**src/hdl/mkh_pkg.sv**
```systemverilog
// Shared types, constants and a helper function of the key hash block.
// No dependencies.
package mkh_pkg;

    localparam int KEY_LENGTH_BITS = 16;
    localparam int HASH_BITS       = 32;
    localparam int LOG2_BITS       = 5;
    localparam int BUCKET_BITS     = 31;
    localparam int CFG_INDEX_BITS  = 1;
    localparam int QUEUE_DEPTH     = 2;
    localparam int QUEUE_PTR_BITS  = 1;

    localparam logic [31:0] MIX_MUL     = 32'h5bd1e995;
    localparam int          WORD_SHIFT  = 24;
    localparam int          FIN_SHIFT_A = 13;
    localparam int          FIN_SHIFT_B = 15;
    localparam logic [31:0] SEED_RESET  = 32'd42;
    localparam logic [4:0]  LOG2_RESET  = 5'd9;

    // Configuration register indexes.
    localparam logic [CFG_INDEX_BITS-1:0] CFG_SEED = 1'b0;
    localparam logic [CFG_INDEX_BITS-1:0] CFG_LOG2 = 1'b1;

    // What the back end has to do with one word.
    typedef enum logic [1:0] {
        KIND_FULL  = 2'd0,
        KIND_TAIL  = 2'd1,
        KIND_EMPTY = 2'd2
    } word_kind_t;

    // One classified word passed from front to back.
    typedef struct packed {
        logic [31:0] word;
        logic [31:0] init;
        word_kind_t  kind;
        logic        first;
        logic        last;
    } mkh_cmd_t;

    // Mask that keeps the valid tail bytes of a last word.
    function automatic logic [31:0] tail_mask(input logic [2:0] count);
        logic [31:0] mask;
        begin
            case (count)
                3'd1:    mask = 32'h0000_00ff;
                3'd2:    mask = 32'h0000_ffff;
                3'd3:    mask = 32'h00ff_ffff;
                default: mask = 32'hffff_ffff;
            endcase
            return mask;
        end
    endfunction

endpackage

```
**src/hdl/mkh_queue.sv**
```systemverilog
// Two-entry queue of classified words between the front and back ends.
// Depends on mkh_pkg for the command type and depth.
module mkh_queue
    import mkh_pkg::*;
(
    input  logic     clk,
    input  logic     rst_n,
    input  logic     push,
    input  mkh_cmd_t push_cmd,
    output logic     full,
    input  logic     pop,
    output logic     not_empty,
    output mkh_cmd_t head_cmd
);

    mkh_cmd_t                  entry_reg [QUEUE_DEPTH];
    logic [QUEUE_PTR_BITS-1:0] wr_ptr_reg, wr_ptr_next;
    logic [QUEUE_PTR_BITS-1:0] rd_ptr_reg, rd_ptr_next;
    logic [QUEUE_PTR_BITS:0]   count_reg, count_next;

    assign full      = (count_reg == (QUEUE_PTR_BITS+1)'(QUEUE_DEPTH));
    assign not_empty = (count_reg != '0);
    assign head_cmd  = entry_reg[rd_ptr_reg];

    // Pointer and fill count updates.
    always_comb
    begin
        wr_ptr_next = push ? wr_ptr_reg + 1'b1 : wr_ptr_reg;
        rd_ptr_next = pop ? rd_ptr_reg + 1'b1 : rd_ptr_reg;
        count_next  = count_reg;
        if (push && !pop)
        begin
            count_next = count_reg + 1'b1;
        end
        else if (pop && !push)
        begin
            count_next = count_reg - 1'b1;
        end
    end

    always_ff @(posedge clk or negedge rst_n)
    begin
        if (!rst_n)
        begin
            wr_ptr_reg <= '0;
            rd_ptr_reg <= '0;
            count_reg  <= '0;
        end
        else
        begin
            wr_ptr_reg <= wr_ptr_next;
            rd_ptr_reg <= rd_ptr_next;
            count_reg  <= count_next;
        end
    end

    // Entry storage needs no reset.
    always_ff @(posedge clk)
    begin
        if (push)
        begin
            entry_reg[wr_ptr_reg] <= push_cmd;
        end
    end

endmodule

```
**src/hdl/mkh_front.sv**
```systemverilog
// Front end: accepts key words, tracks key boundaries and classifies words.
// Depends on mkh_pkg for the command type and tail mask.
module mkh_front
    import mkh_pkg::*;
(
    input  logic                       clk,
    input  logic                       rst_n,
    input  logic                       in_valid,
    output logic                       in_stall,
    input  logic [31:0]                data_word,
    input  logic [2:0]                 byte_count,
    input  logic [KEY_LENGTH_BITS-1:0] key_length,
    input  logic                       last_item,
    input  logic [31:0]                seed,
    input  logic                       queue_full,
    output logic                       push,
    output mkh_cmd_t                   push_cmd
);

    logic inside_key_reg, inside_key_next;
    logic short_tail;

    assign in_stall = queue_full;
    assign push     = in_valid && !queue_full;

    // A last word with fewer than four bytes is a tail or an empty key end.
    assign short_tail = last_item && (byte_count < 3'd4);

    // Build the word for the back end.
    always_comb
    begin
        push_cmd.init  = seed ^ 32'(key_length);
        push_cmd.first = !inside_key_reg;
        push_cmd.last  = last_item;
        if (!short_tail)
        begin
            push_cmd.kind = KIND_FULL;
            push_cmd.word = data_word;
        end
        else if (byte_count == 3'd0)
        begin
            push_cmd.kind = KIND_EMPTY;
            push_cmd.word = data_word;
        end
        else
        begin
            push_cmd.kind = KIND_TAIL;
            push_cmd.word = data_word & tail_mask(byte_count);
        end
    end

    // Key boundary tracking.
    always_comb
    begin
        inside_key_next = inside_key_reg;
        if (push)
        begin
            inside_key_next = !last_item;
        end
    end

    always_ff @(posedge clk or negedge rst_n)
    begin
        if (!rst_n)
        begin
            inside_key_reg <= 1'b0;
        end
        else
        begin
            inside_key_reg <= inside_key_next;
        end
    end

endmodule

```
**src/hdl/mkh_back.sv**
```systemverilog
// Back end: runs the hash recurrence on one shared multiplier and holds the result.
// Depends on mkh_pkg for constants and the command type.
module mkh_back
    import mkh_pkg::*;
(
    input  logic                   clk,
    input  logic                   rst_n,
    input  logic                   cmd_valid,
    input  mkh_cmd_t               cmd,
    output logic                   pop,
    input  logic [LOG2_BITS-1:0]   bucket_count_log2,
    output logic                   out_valid,
    input  logic                   out_stall,
    output logic [HASH_BITS-1:0]   hash_value,
    output logic [BUCKET_BITS-1:0] bucket_index
);

    typedef enum logic [6:0] {
        S_IDLE = 7'b0000001,
        S_MK1  = 7'b0000010,
        S_MK2  = 7'b0000100,
        S_MH   = 7'b0001000,
        S_MT   = 7'b0010000,
        S_FIN  = 7'b0100000,
        S_OUT  = 7'b1000000
    } back_state_t;

    back_state_t            state_reg, state_next;
    logic [31:0]            h_reg, h_next;
    logic [31:0]            k_reg, k_next;
    logic [31:0]            word_reg, word_next;
    logic                   last_reg, last_next;
    logic                   out_valid_reg, out_valid_next;
    logic [HASH_BITS-1:0]   hash_reg, hash_next;
    logic [BUCKET_BITS-1:0] bucket_reg, bucket_next;
    logic [31:0]            mul_a;
    logic [31:0]            mul_p;
    logic [31:0]            final_h;
    logic [31:0]            bucket_mask;
    logic                   out_free;

    assign out_valid    = out_valid_reg;
    assign hash_value   = hash_reg;
    assign bucket_index = bucket_reg;
    assign out_free     = !out_valid_reg || !out_stall;
    assign pop          = (state_reg == S_IDLE) && cmd_valid;

    // Operand select for the shared multiplier; the product keeps the low word.
    always_comb
    begin
        case (state_reg)
            S_MK1:   mul_a = word_reg;
            S_MK2:   mul_a = k_reg ^ (k_reg >> WORD_SHIFT);
            S_MH:    mul_a = h_reg;
            S_MT:    mul_a = h_reg ^ word_reg;
            S_FIN:   mul_a = h_reg ^ (h_reg >> FIN_SHIFT_A);
            default: mul_a = h_reg;
        endcase
    end

    assign mul_p = mul_a * MIX_MUL;

    // Last finalization step and the bucket reduction.
    assign final_h     = h_reg ^ (h_reg >> FIN_SHIFT_B);
    assign bucket_mask = ~(32'hffff_ffff << bucket_count_log2);

    // Sequencer.
    always_comb
    begin
        state_next     = state_reg;
        h_next         = h_reg;
        k_next         = k_reg;
        word_next      = word_reg;
        last_next      = last_reg;
        hash_next      = hash_reg;
        bucket_next    = bucket_reg;
        out_valid_next = out_valid_reg && out_stall;
        case (state_reg)
            S_IDLE:
            begin
                if (cmd_valid)
                begin
                    h_next    = cmd.first ? cmd.init : h_reg;
                    word_next = cmd.word;
                    last_next = cmd.last;
                    case (cmd.kind)
                        KIND_FULL:  state_next = S_MK1;
                        KIND_TAIL:  state_next = S_MT;
                        default:    state_next = S_FIN;
                    endcase
                end
            end
            S_MK1:
            begin
                k_next     = mul_p;
                state_next = S_MK2;
            end
            S_MK2:
            begin
                k_next     = mul_p;
                state_next = S_MH;
            end
            S_MH:
            begin
                h_next     = mul_p ^ k_reg;
                state_next = last_reg ? S_FIN : S_IDLE;
            end
            S_MT:
            begin
                h_next     = mul_p;
                state_next = S_FIN;
            end
            S_FIN:
            begin
                h_next     = mul_p;
                state_next = S_OUT;
            end
            S_OUT:
            begin
                if (out_free)
                begin
                    hash_next      = final_h;
                    bucket_next    = BUCKET_BITS'(final_h & bucket_mask);
                    out_valid_next = 1'b1;
                    state_next     = S_IDLE;
                end
            end
            default:
            begin
                state_next = S_IDLE;
            end
        endcase
    end

    always_ff @(posedge clk or negedge rst_n)
    begin
        if (!rst_n)
        begin
            state_reg     <= S_IDLE;
            out_valid_reg <= 1'b0;
            h_reg         <= '0;
        end
        else
        begin
            state_reg     <= state_next;
            out_valid_reg <= out_valid_next;
            h_reg         <= h_next;
        end
    end

    // Datapath registers need no reset.
    always_ff @(posedge clk)
    begin
        k_reg      <= k_next;
        word_reg   <= word_next;
        last_reg   <= last_next;
        hash_reg   <= hash_next;
        bucket_reg <= bucket_next;
    end

endmodule

```
**src/hdl/murmur2_key_hash.sv**
```systemverilog
// Streaming 32-bit MurmurHash2 with bucket reduction. Keys arrive as little-endian
// 32-bit words; the first word's key_length is mixed into the seed, and the word
// flagged last_item may hold 0 to 3 tail bytes. Each key gives one result with
// hash_value and bucket_index = hash_value mod 2^bucket_count_log2. All multiplies
// by 0x5bd1e995 share one 32-bit multiplier, which sets the rate: a full word
// passes states MK1, MK2 and MH, a tail word MT, an empty end none; finalization
// then passes FIN and OUT before the result is registered. A two-word queue lets
// the input side keep taking words while the back end works or a result waits.
// Depends on mkh_pkg, mkh_front, mkh_queue and mkh_back.
module murmur2_key_hash
    import mkh_pkg::*;
(
    input  logic                       clk,
    input  logic                       rst_n,
    input  logic                       in_valid,
    output logic                       in_stall,
    input  logic [31:0]                data_word,
    input  logic [2:0]                 byte_count,
    input  logic [KEY_LENGTH_BITS-1:0] key_length,
    input  logic                       last_item,
    output logic                       out_valid,
    input  logic                       out_stall,
    output logic [HASH_BITS-1:0]       hash_value,
    output logic [BUCKET_BITS-1:0]     bucket_index,
    input  logic                       cfg_valid,
    output logic                       cfg_ready,
    input  logic [CFG_INDEX_BITS-1:0]  cfg_index,
    input  logic [31:0]                cfg_data
);

    logic [31:0]          seed_reg, seed_next;
    logic [LOG2_BITS-1:0] log2_reg, log2_next;
    logic                 q_full;
    logic                 q_push;
    logic                 q_pop;
    logic                 q_not_empty;
    mkh_cmd_t             q_push_cmd;
    mkh_cmd_t             q_head_cmd;

    assign cfg_ready = 1'b1;

    // Configuration register writes.
    always_comb
    begin
        seed_next = seed_reg;
        log2_next = log2_reg;
        if (cfg_valid)
        begin
            case (cfg_index)
                CFG_SEED: seed_next = cfg_data;
                CFG_LOG2: log2_next = cfg_data[LOG2_BITS-1:0];
                default:  seed_next = seed_reg;
            endcase
        end
    end

    always_ff @(posedge clk or negedge rst_n)
    begin
        if (!rst_n)
        begin
            seed_reg <= SEED_RESET;
            log2_reg <= LOG2_RESET;
        end
        else
        begin
            seed_reg <= seed_next;
            log2_reg <= log2_next;
        end
    end

    mkh_front u_front
    (
        .clk        (clk),
        .rst_n      (rst_n),
        .in_valid   (in_valid),
        .in_stall   (in_stall),
        .data_word  (data_word),
        .byte_count (byte_count),
        .key_length (key_length),
        .last_item  (last_item),
        .seed       (seed_reg),
        .queue_full (q_full),
        .push       (q_push),
        .push_cmd   (q_push_cmd)
    );

    mkh_queue u_queue
    (
        .clk       (clk),
        .rst_n     (rst_n),
        .push      (q_push),
        .push_cmd  (q_push_cmd),
        .full      (q_full),
        .pop       (q_pop),
        .not_empty (q_not_empty),
        .head_cmd  (q_head_cmd)
    );

    mkh_back u_back
    (
        .clk               (clk),
        .rst_n             (rst_n),
        .cmd_valid         (q_not_empty),
        .cmd               (q_head_cmd),
        .pop               (q_pop),
        .bucket_count_log2 (log2_reg),
        .out_valid         (out_valid),
        .out_stall         (out_stall),
        .hash_value        (hash_value),
        .bucket_index      (bucket_index)
    );

endmodule

```
**config.mk**
```make
export PLATFORM = sky130hd
export DESIGN_NAME = murmur2_key_hash
export DESIGN_NICKNAME = d
export VERILOG_FILES = /design/src/hdl/mkh_pkg.sv /design/src/hdl/mkh_queue.sv /design/src/hdl/mkh_front.sv /design/src/hdl/mkh_back.sv /design/src/hdl/murmur2_key_hash.sv
export SDC_FILE = /design/constraint.sdc
export NUM_CORES = 1
export LEC_CHECK = 0
export ABC_AREA = 1
export BUFFER_PORTS_ARGS = -buffer_cell sky130_fd_sc_hd__buf_2
export CELL_PAD_IN_SITES_DETAIL_PLACEMENT = 2
export CELL_PAD_IN_SITES_GLOBAL_PLACEMENT = 2
export CORE_MARGIN = 5
export CORE_UTILIZATION = 39
export DETAILED_ROUTE_END_ITERATION = 6
export PLACE_DENSITY_LB_ADDON = 0.1
export SYNTH_ARGS = -nofsm -noshare
export SYNTH_HDL_FRONTEND = slang
export SYNTH_SLANG_ARGS = --single-unit
export TNS_END_PERCENT = 100
```
**constraint.sdc**
```tcl
create_clock -name clk -period 11.3 [get_ports clk]
set_input_delay 1.13 -clock clk [delete_from_list [all_inputs] [get_ports clk]]
set_output_delay 1.13 -clock clk [all_outputs]
set_load 0.05 [all_outputs]
```
; ---- Word-level counts from Yosys, hierarchy flattened
; Memories as Yosys holds them, arrays and structs flattened.
; Index checks and enable logic that the tools add are counted.
[op_classes]
n_shift = 1
n_reduce_logical = 27
mul = 1
add_sub_neg = 4
mux = 22
n_bitwise = 10
n_lt_le_gt_ge = 1
n_eq_ne = 15
[ops]
columns = op, n
row1 = $mux W32, 6
row2 = $pmux W32 S3, 2
row3 = $pmux W32 S4, 1
row4 = $xor A32 B32 Y32, 2
row5 = $pmux W7 S7, 1
row6 = $and A32 B32 Y32, 1
row7 = $mul A32 B31 Y32 const B, 1
row8 = $shl A32 B5 Y31 const A, 1
row9 = $xor A32 B16 Y32, 1
row10 = $xor A32 B17 Y32, 1
row11 = $xor A32 B19 Y32, 1
row12 = $xor A32 B8 Y32, 1
row13 = $and A31 B31 Y31, 1
row14 = $not A31 Y31, 1
row15 = $mux W7, 2
row16 = $pmux W6 S2, 1
row17 = $reduce_and A2 Y1, 5
row18 = $mux W2, 4
row19 = $eq A7 B1 Y1 const B, 1
row20 = $eq A7 B2 Y1 const B, 1
row21 = $eq A7 B3 Y1 const B, 1
row22 = $eq A7 B4 Y1 const B, 1
row23 = $eq A7 B5 Y1 const B, 1
row24 = $eq A7 B6 Y1 const B, 1
row25 = 22 further kinds, 42
[totals]
register_bits = 210
word_cells = 96
output_inout_bits = 66
n_memories = 1
ram_bits = 136
in_bits = 90
[mem_list]
columns = name, words, word_bits, read_ports, rd_ports_with_merged_regs, write_ports, line
row1 = u_queue.entry_reg, 2, 68, 1, 0, 1, mkh_queue.sv:16  ; mkh_cmd_t entry_reg [QUEUE_DEPTH];

; ---- Longest topological paths before layout
[depth]
word_depth = 7
ltp_mapped = 43
depth_no_buf = 41

; ---- Cells and area by module
; From an unflattened synthesis, not the netlist that was laid out.
[hier_totals]
cells_unflattened = 2458
hier_area_um2 = 24987.7
[by_module_without_submodules]
columns = mod, area_each_um2, n_inst, cells_per_inst, seq_area_each_um2
row1 = mkh_back, 17659.4, 1, 1963, 4845.9
row2 = mkh_queue, 5156.2, 1, 237, 4184.0
row3 = murmur2_key_hash, 1500.2, 1, 163, 932.1
row4 = mkh_front, 671.9, 1, 95, 25.0

; ---- Worst setup path before layout
; OpenSTA, ideal clock, no wires.
[synth_path]
path_kind = reg2reg
start = register u_back.state_reg[1]
end = register u_back.h_reg[28]
period_less_slack_ns = 8.026
t_required_ns = 11.180
arrival_ns = 7.906
path_stages_with_launch = 34
setup_ns = 0.120
setup_slack_ns = 3.274
path_buffers = 0
cell_sequence = dfrtp_1 -> nor2_1 -> nand3_1 -> nor2_4 -> inv_1 -> o311ai_0 -> fa_1 -> ha_1 -> ha_1 -> ha_1 -> fa_1 -> inv_1 -> fa_1 -> inv_1 -> fa_1 -> inv_1 -> fa_1 -> inv_1 -> ha_1 -> inv_1 -> o21ai_0 -> nand2_1 -> nand2_1 -> a21oi_1 -> nand3_1 -> nand3_1 -> nand2_1 -> a21boi_0 -> xor2_1 -> inv_1 -> nand2_1 -> nand4_1 -> o21ai_0 -> inv_1
[synth_between]
elab_chain_cells = 5
elab_cells_between_ends = 15
classes_between = 1 x mul / 8 x eq/ne / 2 x mux / 1 x bitwise / 3 x reduce/logical
[synth_rtl]
columns = item, line
row1 = from (decl), mkh_back.sv:28  ; back_state_t state_reg, state_next;
row2 = from (signal assigned), mkh_back.sv:145  ; state_reg <= state_next;
row3 = $eq A7 B6 Y1 (tied with other cells), mkh_back.sv:51  ; case (state_reg)
row4 = $pmux W32 S4 (*), mkh_back.sv:51
row5 = net u_back.mul_a[0], mkh_back.sv:36  ; logic [31:0] mul_a;
row6 = $mul A32 B31 Y32 (*), mkh_back.sv:61  ; assign mul_p = mul_a * MIX_MUL;
row7 = net u_back.mul_p[28], mkh_back.sv:37  ; logic [31:0] mul_p;
row8 = $xor A32 B32 Y32, mkh_back.sv:105  ; h_next = mul_p ^ k_reg;
row9 = $pmux W32 S3 (*), mkh_back.sv:78  ; case (state_reg)
row10 = to (signal assigned), mkh_back.sv:147  ; h_reg <= h_next;
row11 = to (decl), mkh_back.sv:29  ; logic [31:0] h_reg, h_next;
; The timed path passes the listed nets; every way through them passes the cells marked *.
; A chain may end at the register's enable or synchronous reset.

; ---- Worst setup path in the final report
[layout_path]
start = register u_back.state_reg[1]
end = register u_back.h_reg[30]
[layout_between]
elab_chain_cells = 5
elab_cells_between_ends = 15
classes_between = 1 x mul / 8 x eq/ne / 2 x mux / 1 x bitwise / 3 x reduce/logical
[layout_rtl]
columns = item, line
row1 = $eq A7 B6 Y1 (tied with other cells), mkh_back.sv:51
row2 = $pmux W32 S4 (*), mkh_back.sv:51
row3 = $mul A32 B31 Y32 (*), mkh_back.sv:61
row4 = net u_back.mul_p[30], mkh_back.sv:37
row5 = $xor A32 B32 Y32, mkh_back.sv:105
row6 = $pmux W32 S3 (*), mkh_back.sv:78
; Marks and branches as above.

==> metrics.txt <==
Max Root-Sink Buffers=3; max reg flops=136; vias=18407; synthesized area per cell=9.94 um2; CTS Hold Bufs=0; TritonCTS clock tree=built; cell with the most instances on the worst path=fa_1; CP Launch Type=flip-flop; Initial Utilization=39.2%; layout cells sized above 1=about an eighth; unrepaired setup endpoints after global routing=false; met2 Usage GRT=47.6%; I/O pin count=~160; Most used DFF post-synth=edfxtp_1; status=finished clean; Port Buffers=about 150; main combinational cell family by area after synthesis=adder cells; grt met1 use=32.7%; Worst-Margin Slew=1.22 ns; CTS root buf=clkbuf_16; clock transition at the registers of the reported paths=0.07 ns; final hold vios=0; clk_skew=0.0125 ns; H-tree levels=2; largest area contributor in the netlist=edfxtp_1; Post-Synth XOR/XNOR Area=3.38%; FP Rows=92; Netlist cell types=58; EDFF count, synth=between 200 and 300; core footprint=62700 um2; period utilization=a little over four fifths; CP max stage cell=fa_1; vias in the first global route=between 20000 and 25000; sequential area share after synthesis=between 40 and 50%; M3 GR Usage=5.07%; max cap viols=0; First-pass DRT Iterations=5; DR WL/cell=26.0 um; final wirelength=91600 um; Skew-Pair Late Insertion Delay=0.56 ns; first-pass GRT wire length=136000 um; cts repair resizes=0; yosys warns=0; critical path class=reg -> reg; DR DRC count=0; Syn Inst Count=2477; Antenna Nets Post-Route=0; Synth Area in Adders=25.8%; Req. time, crit path=between 10 and 15 ns; area delta synth->final=12.5%; post-route minimum period=9.57 ns; slowest stage delay, CP=0.73 ns; routability cong.=0.939; Syn Nets=approximately 3000; postcts setup bufs=0; GR peak layer=met2; final-stage net count=3129; Synth Area in Compound Gates=7.40%; setup_tns=0 ns; Die Footprint=68200 um2; Crit Path Max Fanout=32; Final setup viols=0; Tot GR Track Use=27.1%; DRT iter0 DRCs=928; worst hold path type=reg -> reg; critical path arrival=10.07 ns; Yosys top cell area share=32.2%; post-synthesis async set-or-reset flop share=23.7%; Slew headroom=between 10% and 20%; global route overflow=0; DIE HEIGHT=261 um; most area-consuming cells after synthesis=edfxtp_1, fa_1, ha_1; Slew Limit Fails=0; Die X=approximately 260 um; register bit count reported by yosys=346; DP Wirelength=72900 um; Via density=5.23; pin count of the biggest net entering global routing=66; CTS buffer count=39; Post-Synth Simple-Gate Area=12.0%; initial antenna violation count=2; Syn Std Cell Area=between 20000 and 25000 um2; Worst Setup End Kind=flip-flop; FMAX=0.104 GHz; number of clock sinks=between 300 and 400; post-synthesis mux area share=1.32%
-- final cells by class --
class | instances | area (um2)
Antenna cell | 1 | 2.50
Clock buffer | 51 | 1050
Clock inverter | 20 | 199
Fill cell | 6702 | 35000
Inverter | 550 | 2070
Multi-Input combinational cell | 1519 | 12300
Sequential cell | 346 | 9990
Tap cell | 846 | 1060
Timing Repair Buffer | 185 | 1010
-- cell usage in the layout, fill, tap and decap left out, drive strengths merged, types with 6 or more instances in the layout --
cell type	instances
or2	34
o22ai	7
dfrtp	76
nor4	6
a221oi	11
o221ai	6
inv	552
clkbuf	51
edfxtp	264
dfstp	6
xnor2	25
o2111ai	15
nor2	97
o311ai	7
clkinv	13
a21oi	61
ha	217
o211ai	15
nand3	66
a21boi	6
fa	181
xor2	70
a211oi	7
buf	185
nor3	24
o21ai	140
nand2	449
mux2	27
nand4	8
-- worst paths after layout --
check | cells after the start | slack, ns | end | startpoint
max | 31 | 1.73 | u_back.h_reg[30] | u_back.state_reg[1]
min | 0 | 0.47 | u_queue.entry_reg[1][33] | seed_reg[29]
max reg2reg | 31 | 1.73 | u_back.h_reg[30] | u_back.state_reg[1]
min reg2reg | 0 | 0.47 | u_queue.entry_reg[1][33] | seed_reg[29]
max in group asynchronous | 2 | 9.52 | seed_reg[20] | rst_n
min in group asynchronous | 1 | 0.52 | u_back.h_reg[17] | rst_n
-- worst max-delay path: cells and delay by family, from the launching register on --
| family | cells | cell delay (ns) |
|---|---|---|
| fa+ha+maj | 9 | 4.41 |
| simple gates | 10 | 2.58 |
| compound gates | 5 | 1.25 |
| buf+inv | 6 | 0.51 |
| flops | 1 | 0.43 |
| xor+xnor | 1 | 0.29 |
-- per-layer routing --
layer,routed length [um],up-vias
li1,-,8296
met2,46000,411
met5,6,-
met1,36300,9537
met4,4600,2
met3,4720,161
-- Yosys cell counts (all sizes together) (3+ instances only) --
master and count:
o21ai 140, o21a 3, clkbuf 46, nand3b 5, edfxtp 264, dfrtp 76, dfstp 6, ha 217
xor2 70, fa 181, buf 16, a31oi 5, nor4 6, o211ai 15, nor3 24, o22ai 7
a221oi 11, a31o 3, nand4 8, a21boi 6, o21bai 3, o31ai 4, a21oi 61, inv 550
o221ai 6, o2111ai 15, nor2 97, o311ai 7, or2 34, nand2 449, nand3 66, mux2 27
xnor2 25, nor3b 3, a211oi 7
-- through the flow --
step / hold slack [ns] / area [um2] / cells / worst slack [ns] / util, %
2_1_floorplan: 0.423 / 24600 / 2477 / 3.27 / -
3_3_place_gp: 0.447 / 26400 / 3446 / 2.20 / 42.2
3_5_place_dp: 0.453 / 26400 / 3446 / 1.79 / 42.2
4_1_cts: 0.473 / 27700 / 3517 / 1.77 / 44.1
5_1_grt: 0.483 / 27700 / 3517 / 1.47 / 44.1
6_report: 0.471 / 27700 / 3518 / 1.73 / 44.2
-- logic make-up after synthesis --
logic type	count (synthesis)
AO/OA/AOI/OAI	303
XOR/XNOR	95
adder cells (fa/ha/maj)	398
buffers and inverters	612
flip-flops	346
multiplexers	29
other	1
AND/OR/NAND/NOR	693
Power is not shown: default switching activity piles up to over one toggle a cycle in this logic, so the estimate is an artifact.
